### src/rtl/core/nstc_pkg.sv
// Shared constants and types for the NMEA sentence type capture block.
package nstc_pkg;

  localparam int LINE_BYTES_DEF = 128;
  localparam int MAX_WORDS      = 16;

  localparam int BYTE_W   = 8;
  localparam int CODE_W   = 24;
  localparam int WORD_W   = 64;
  localparam int WIDX_W   = 4;
  localparam int CFG_IDX_W = 2;

  localparam logic [BYTE_W-1:0] NEWLINE = 8'h0A;

  localparam logic [CODE_W-1:0] CODE_FIRST_RST  = 24'h474741; // "GGA"
  localparam logic [CODE_W-1:0] CODE_SECOND_RST = 24'h524D43; // "RMC"

  localparam logic [CFG_IDX_W-1:0] CFG_TYPE_FIRST  = 2'd0;
  localparam logic [CFG_IDX_W-1:0] CFG_TYPE_SECOND = 2'd1;

  typedef enum logic [5:0] {
    PH_WAIT   = 6'b000001,
    PH_START  = 6'b000010,
    PH_HEADER = 6'b000100,
    PH_KIND0  = 6'b001000,
    PH_KIND1  = 6'b010000,
    PH_OTHER  = 6'b100000
  } phase_t;

  typedef enum logic [2:0] {
    ST_IDLE = 3'b001,
    ST_READ = 3'b010,
    ST_LOAD = 3'b100
  } seq_t;

endpackage

### src/rtl/core/nmea_sentence_type_capture_core.sv
// Top level of the NMEA sentence type capture block: line parser, line buffer and word sequencer.
//
// Takes one received byte per request on the input channel. After reset all bytes are skipped
// up to the first newline; from then on each line is written into a line buffer of LINE_BYTES
// bytes. When the sixth byte of a line is stored, bytes 3..5 are checked against the two type
// code registers (index 0 first, then index 1). A matching line that ends in a newline is sent
// out as min(ceil(LINE_BYTES/8), 16) 64-bit words, byte 0 in bits 7..0, bytes not written in
// this line reading as zero, with last_word on the final word and overflowed set if the line
// did not fit. Other lines are dropped. Timing: while a line is being received, one byte is
// taken every cycle. The ending newline starts a burst in which the block takes no bytes; the
// words are read one at a time through the single registered read port of the line buffer,
// each word going through a read state and a load state and waiting in the load state while
// the output side stalls. The last word sits in the output register while the block
// already takes bytes of the next line. The buffer is never swept clear: the write pointer
// of the current line masks out stale bytes on readout. Type code writes are taken at any
// time and apply from the next header check.
module nmea_sentence_type_capture_core #(
  parameter int LINE_BYTES = nstc_pkg::LINE_BYTES_DEF
) (
  input  logic                           clk,
  input  logic                           rst,
  // byte input
  input  logic                           in_valid,
  output logic                           in_ready,
  input  logic [nstc_pkg::BYTE_W-1:0]    rx_byte,
  // word output
  output logic                           out_valid,
  input  logic                           out_ready,
  output logic                           frame_kind,
  output logic [nstc_pkg::WIDX_W-1:0]    word_index,
  output logic [nstc_pkg::WORD_W-1:0]    frame_word,
  output logic                           last_word,
  output logic                           overflowed,
  // type code register writes
  input  logic                           cfg_valid,
  output logic                           cfg_ready,
  input  logic [nstc_pkg::CFG_IDX_W-1:0] cfg_index,
  input  logic [nstc_pkg::CODE_W-1:0]    cfg_data
);
  import nstc_pkg::*;

  // Buffer geometry
  localparam int LINE_WORDS = (LINE_BYTES + 7) / 8;
  localparam int EMIT_WORDS = (LINE_WORDS > MAX_WORDS) ? MAX_WORDS : LINE_WORDS;
  localparam int MEM_AW     = (LINE_WORDS > 1) ? $clog2(LINE_WORDS) : 1;
  localparam int WCNT_W     = (EMIT_WORDS > 1) ? $clog2(EMIT_WORDS) : 1;
  localparam int POS_W      = $clog2(LINE_BYTES + 1);
  localparam logic [WCNT_W-1:0] LAST_WORD = WCNT_W'(EMIT_WORDS - 1);

  // Type code registers
  logic [CODE_W-1:0] type_code_first;
  logic [CODE_W-1:0] type_code_second;

  // Parser state
  phase_t            phase, phase_next;
  logic [2:0]        hdr_cnt, hdr_cnt_next;
  logic [POS_W-1:0]  pos, pos_next;
  logic              ovf, ovf_next;
  logic [BYTE_W-1:0] hdr3, hdr4;
  logic              cap3, cap4;

  // Sequencer state
  seq_t              seq;
  logic [WCNT_W-1:0] word_cnt;
  logic              emit_kind, emit_kind_next;
  logic              emit_start;

  // Line buffer, 64-bit words with byte lane writes
  logic [WORD_W-1:0] line_mem [LINE_WORDS];
  logic [WORD_W-1:0] rd_data;
  logic [WORD_W-1:0] rd_masked;

  logic              in_fire;
  logic              out_free;
  logic              put_req;
  logic [POS_W-1:0]  put_pos;
  logic              mem_we;
  logic [CODE_W-1:0] hdr_code;

  assign cfg_ready = 1'b1;
  assign in_ready  = (seq == ST_IDLE);
  assign in_fire   = in_valid && in_ready;
  assign out_free  = !out_valid || out_ready;
  assign hdr_code  = {hdr3, hdr4, rx_byte};

  // Type code registers
  always_ff @(posedge clk) begin
    if (rst) begin
      type_code_first  <= CODE_FIRST_RST;
      type_code_second <= CODE_SECOND_RST;
    end else if (cfg_valid && cfg_ready) begin
      if (cfg_index == CFG_TYPE_FIRST) begin
        type_code_first <= cfg_data;
      end else if (cfg_index == CFG_TYPE_SECOND) begin
        type_code_second <= cfg_data;
      end
    end
  end

  // Line parser
  always_comb begin
    phase_next     = phase;
    hdr_cnt_next   = hdr_cnt;
    pos_next       = pos;
    ovf_next       = ovf;
    emit_kind_next = emit_kind;
    emit_start     = 1'b0;
    put_req        = 1'b0;
    put_pos        = pos;
    mem_we         = 1'b0;
    cap3           = 1'b0;
    cap4           = 1'b0;
    if (in_fire) begin
      unique case (phase)
        PH_WAIT: begin
          if (rx_byte == NEWLINE) phase_next = PH_START;
        end
        PH_START: begin
          // new line: the fill pointer restarts, stale bytes are masked on readout
          put_req      = 1'b1;
          put_pos      = '0;
          ovf_next     = 1'b0;
          hdr_cnt_next = '0;
          phase_next   = PH_HEADER;
        end
        PH_HEADER: begin
          // newlines are stored like any other header byte
          put_req = 1'b1;
          cap3    = (hdr_cnt == 3'd2);
          cap4    = (hdr_cnt == 3'd3);
          if (hdr_cnt == 3'd4) begin
            hdr_cnt_next = '0;
            if (hdr_code == type_code_first) begin
              phase_next = PH_KIND0;
            end else if (hdr_code == type_code_second) begin
              phase_next = PH_KIND1;
            end else begin
              phase_next = PH_OTHER;
            end
          end else begin
            hdr_cnt_next = hdr_cnt + 3'd1;
          end
        end
        PH_KIND0, PH_KIND1: begin
          if (rx_byte == NEWLINE) begin
            emit_start     = 1'b1;
            emit_kind_next = (phase == PH_KIND1);
            phase_next     = PH_START;
          end else begin
            put_req = 1'b1;
          end
        end
        PH_OTHER: begin
          if (rx_byte == NEWLINE) phase_next = PH_START;
          else                    put_req    = 1'b1;
        end
        default: phase_next = PH_WAIT;
      endcase
      if (put_req) begin
        if (put_pos < POS_W'(LINE_BYTES)) begin
          mem_we   = 1'b1;
          pos_next = put_pos + 1'b1;
        end else begin
          ovf_next = 1'b1;
        end
      end
    end
  end

  always_ff @(posedge clk) begin
    if (rst) begin
      phase     <= PH_WAIT;
      hdr_cnt   <= '0;
      pos       <= '0;
      ovf       <= 1'b0;
      emit_kind <= 1'b0;
    end else begin
      phase     <= phase_next;
      hdr_cnt   <= hdr_cnt_next;
      pos       <= pos_next;
      ovf       <= ovf_next;
      emit_kind <= emit_kind_next;
    end
  end

  // Header letters 3 and 4; letter 5 is compared straight off the input
  always_ff @(posedge clk) begin
    if (cap3) hdr3 <= rx_byte;
    if (cap4) hdr4 <= rx_byte;
  end

  // Line buffer: one byte lane write, one registered word read
  always_ff @(posedge clk) begin
    if (mem_we) begin
      line_mem[MEM_AW'(put_pos >> 3)][put_pos[2:0]*BYTE_W +: BYTE_W] <= rx_byte;
    end
    rd_data <= line_mem[MEM_AW'(word_cnt)];
  end

  // Zero the bytes at or beyond the fill pointer
  always_comb begin
    for (int b = 0; b < 8; b++) begin
      rd_masked[b*BYTE_W +: BYTE_W] =
        ((int'(word_cnt) * 8 + b) < int'(pos)) ? rd_data[b*BYTE_W +: BYTE_W] : '0;
    end
  end

  // Word sequencer and output register
  always_ff @(posedge clk) begin
    if (rst) begin
      seq       <= ST_IDLE;
      word_cnt  <= '0;
      out_valid <= 1'b0;
    end else begin
      if (seq == ST_LOAD && out_free) begin
        out_valid <= 1'b1;
      end else if (out_ready) begin
        out_valid <= 1'b0;
      end
      unique case (seq)
        ST_IDLE: begin
          if (emit_start) begin
            word_cnt <= '0;
            seq      <= ST_READ;
          end
        end
        ST_READ: seq <= ST_LOAD;
        ST_LOAD: begin
          if (out_free) begin
            if (word_cnt == LAST_WORD) begin
              seq <= ST_IDLE;
            end else begin
              word_cnt <= word_cnt + 1'b1;
              seq      <= ST_READ;
            end
          end
        end
        default: seq <= ST_IDLE;
      endcase
    end
  end

  always_ff @(posedge clk) begin
    if (seq == ST_LOAD && out_free) begin
      frame_kind <= emit_kind;
      word_index <= WIDX_W'(word_cnt);
      frame_word <= rd_masked;
      last_word  <= (word_cnt == LAST_WORD);
      overflowed <= ovf;
    end
  end

endmodule

### config.mk
export PLATFORM = sky130hd
export DESIGN_NAME = nmea_sentence_type_capture_core
export DESIGN_NICKNAME = d
export VERILOG_FILES = /design/src/rtl/core/nstc_pkg.sv /design/src/rtl/core/nmea_sentence_type_capture_core.sv
export SDC_FILE = /design/constraint.sdc
export NUM_CORES = 1
export LEC_CHECK = 0
export BUFFER_PORTS_ARGS = -buffer_cell sky130_fd_sc_hd__buf_2
export CAP_MARGIN = 10
export CORE_ASPECT_RATIO = 1.25
export CORE_MARGIN = 5
export CORE_UTILIZATION = 30
export DETAILED_ROUTE_END_ITERATION = 6
export PLACE_DENSITY_LB_ADDON = 0.1
export SYNTH_ARGS = -nofsm -noshare
export SYNTH_HDL_FRONTEND = slang
export SYNTH_SLANG_ARGS = --single-unit
### constraint.sdc
create_clock -name clk -period 5.8 [get_ports clk]
set_clock_uncertainty 0.05 [all_clocks]
set_input_delay 0.29 -clock clk [delete_from_list [all_inputs] [get_ports clk]]
set_output_delay 0.29 -clock clk [all_outputs]
set_load 0.1 [all_outputs]
==> impl_metrics.json <==
{
  "cpLargestDelayFamily": "simple AND/OR/NAND/NOR gates",
  "grt_pass1_wl_um": 191000,
  "die_y_um": 457,
  "gp_congestion": 0.789,
  "worst_r2r_endpoint": "line_mem[3][20]",
  "whs_ns": 0.128,
  "dp_hpwl_um": 87200,
  "synth.distinct_cells": 63,
  "antenna_found_initial": 8,
  "fin_cells": 4817,
  "async_flop_share_pct": 0,
  "startpoint_type": "flop",
  "synth_fp_nets": 2480,
  "root_buffer": "clkbuf_16",
  "synth_edf_count": 1111,
  "syn_inst": 2428,
  "slew_violations": 0,
  "vias_per_cell": 4.86,
  "drt-initial-drc-count": 2088,
  "drc": 0,
  "vias": 23400,
  "nets": 2678,
  "first_pass_iters": 6,
  "min_path_type": "input pin to flop",
  "final.min_clock_period_ns": 4.82,
  "syn_to_final_growth_pct": 16.1,
  "cts_buffer_depth": 3,
  "reg2reg_from": "seq[1]",
  "p_leak_nw": 15.5,
  "crit_slowest_cell": "nor2_1",
  "drive_above_1_share_pct": 25.5,
  "hold_start": "in_valid",
  "synth_seq_cells": 1250,
  "cts_tree": "yes",
  "path_cells": "nand4bb_1 -> o31ai_1 -> ha_1 -> ha_1 -> nor2_1 -> o311ai_0 -> nor2_1 -> nand3_1 -> nor2_1",
  "grt_pass1_vias": 24800,
  "wl_per_cell_um": 28.0,
  "synth_top_cell_by_area": "edfxtp_1",
  "tns_ns": 0,
  "cp_common_cell": "nor2_1",
  "grt_max_degree": 155,
  "cap_violations": 0,
  "coreArea_um2": 159000,
  "power.total_mw": 18.3,
  "relSlewSlack_pct": 12.9,
  "place_inst": 4529,
  "hold-path-cell-count": 4,
  "die_w_um": 367,
  "fillCellCount": 14900,
  "seq_area_frac_synth_pct": 75.5,
  "outcome": "finished, final reports clean",
  "reg2reg_depth": 9,
  "ios": 113,
  "path_max_fanout": 16,
  "clkSinkCount": 1250,
  "finalCritPeriodShare_pct": 83.2,
  "cts_made_buffers": 134,
  "wl_um": 135000,
  "irDropWorstVdd_mv": 0.280,
  "grt-ovfl-total": 0,
  "path_clk_slew_ns": 0.06,
  "ant_nets": 0,
  "start_util_pct": 30.1,
  "dieArea_um2": 168000,
  "postCtsSetupBuffers": 0,
  "arrival_ns": 5.15,
  "startpoint": "seq[1]",
  "synth_area_leaders": "edfxtp_1, mux4_2, dfxtp_1, nor2_1, and2_1",
  "htreeDepth": 4,
  "port-buffer-count": 111,
  "r2r_slack_ns": 0.98,
  "critPathCaptureType": "flop",
  "syn_area_per_cell_um2": 19.7,
  "ys_warn_count": 0,
  "cts_resized": 0,
  "worstPathRequired_ns": 6.13,
  "syn-cell-area_um2": 47900,
  "fp-row-count": 164,
  "netlist.area_leader.share_pct": 69.7,
  "slowest_delay_ns": 0.89,
  "hold_viol": 0,
  "min_to": "pos[7]",
  "cp_num_buf_inv": 0,
  "worst_slew_pin_slew_ns": 1.29,
  "path_class": "flop to flop",
  "grt_use_total_pct": 16.0,
  "setup_viol": 0,
  "fmax_mhz": 207,
  "cts_hold_buffers": 36,
  "clock_latency_ns": 0.76,
  "rsz0062_at_grt": "false",
  "pwr_density_cell_nw_per_um2": 330,
  "ys.flop_type": "edfxtp_1"
}
## flip-flops by register name, summed over array words and instances (netlist names), 3 cells and up
name and flops:
frame_word 64, hdr3 8, hdr4 8, hdr_cnt 3, line_mem 1024, phase 6, pos 8, rd_data 64
seq 3, type_code_first 24, type_code_second 24, word_cnt 4, word_index 4
## synthesized netlist by cell type, drive strengths merged (12+ instances only)
library cell	number
nor2	181
nand3	37
mux4	320
buf	39
and2	106
nor4	15
a21oi	48
o21ai	12
clkbuf	87
nor3	13
ha	13
inv	36
xor2	41
edfxtp	1111
nand2	127
dfxtp	139
## power by group
part	switching, mW	leakage (nW)	internal [mW]
clock	3.60	2.08	4.83
combinational	0.126	3.53	0.0591
sequential	0.0120	9.88	9.68
total	3.74	15.5	14.6
## per-layer routing
| layer | track usage [%] | vias to the layer above | routed length (µm) |
|---|---|---|---|
| met5 | 0 | - | 0 |
| met4 | 4.75 | 0 | 3350 |
| met3 | 2.92 | 177 | 6730 |
| met2 | 28.7 | 769 | 71600 |
| met1 | 19.7 | 12400 | 53300 |
| li1 | - | 10100 | - |
## cells in the final DEF (no fill, tap or decap), types with 7 or more instances in the layout
| cell type | count |
|---|---|
| clkinv_2 | 19 |
| nor4_1 | 15 |
| clkbuf_16 | 140 |
| nand2b_1 | 8 |
| ha_1 | 13 |
| clkbuf_1 | 23 |
| inv_6 | 9 |
| nor3_1 | 13 |
| buf_4 | 39 |
| bufinv_16 | 8 |
| and2_1 | 106 |
| a21oi_1 | 47 |
| xnor2_1 | 8 |
| mux4_2 | 320 |
| nand2_2 | 7 |
| clkinv_1 | 26 |
| clkinvlp_4 | 11 |
| edfxtp_1 | 1111 |
| nand2_1 | 120 |
| xor2_1 | 41 |
| nand3_1 | 35 |
| buf_2 | 111 |
| nor2_1 | 180 |
| o21ai_0 | 11 |
| dfxtp_1 | 135 |
| inv_1 | 36 |
| dlygate4sd3_1 | 36 |
## cell families (layout without fill, tap and decap cells)
kind of cell    after synthesis  after routing  share of synthesized area [%]
other cells                   1              7                        0.00784
fa+ha+maj                    13             13                          0.340
mux                         321            321                           15.1
compound gates               99             99                           1.30
xor+xnor                     49             49                          0.897
simple gates                532            532                           5.43
buf+inv                     163            471                           1.43
flops                      1250           1250                           75.5
## area by class of cell
class,count,area [µm²],share of cell area [%]
Clock buffer,166,3630,6.53
Sequential cell,1250,36200,65.1
Timing Repair Buffer,188,1250,2.25
Multi-Input combinational cell,1015,11100,20.0
Tap cell,2075,2600,4.67
Clock inverter,80,683,1.23
Inverter,37,139,0.250
Antenna cell,6,15.0,0.0270
## worst max path at each step
stage	endpoint	cells past startpoint
floorplan	frame_kind	2
global placement	line_mem[13][48]	9
detailed placement	line_mem[3][21]	10
CTS	line_mem[3][21]	9
global route	line_mem[3][22]	9
finish	line_mem[3][20]	9
## worst min-delay path, stage by stage
cell      delay, ns
buf_2          0.15
nor4bb_2       0.23
a31oi_1        0.15
a211oi_1       0.06
## metrics by stage
stage	util, %	cell area (µm²)	worst slack, ns
after CTS	34.9	55500	1.05
after floorplan	-	47900	1.31
after global routing	34.9	55600	0.731
final	34.9	55600	0.975
after detailed placement	32.0	50900	1.04
after global placement	32.0	50900	1.16
Power figures use the tool's default switching activity.
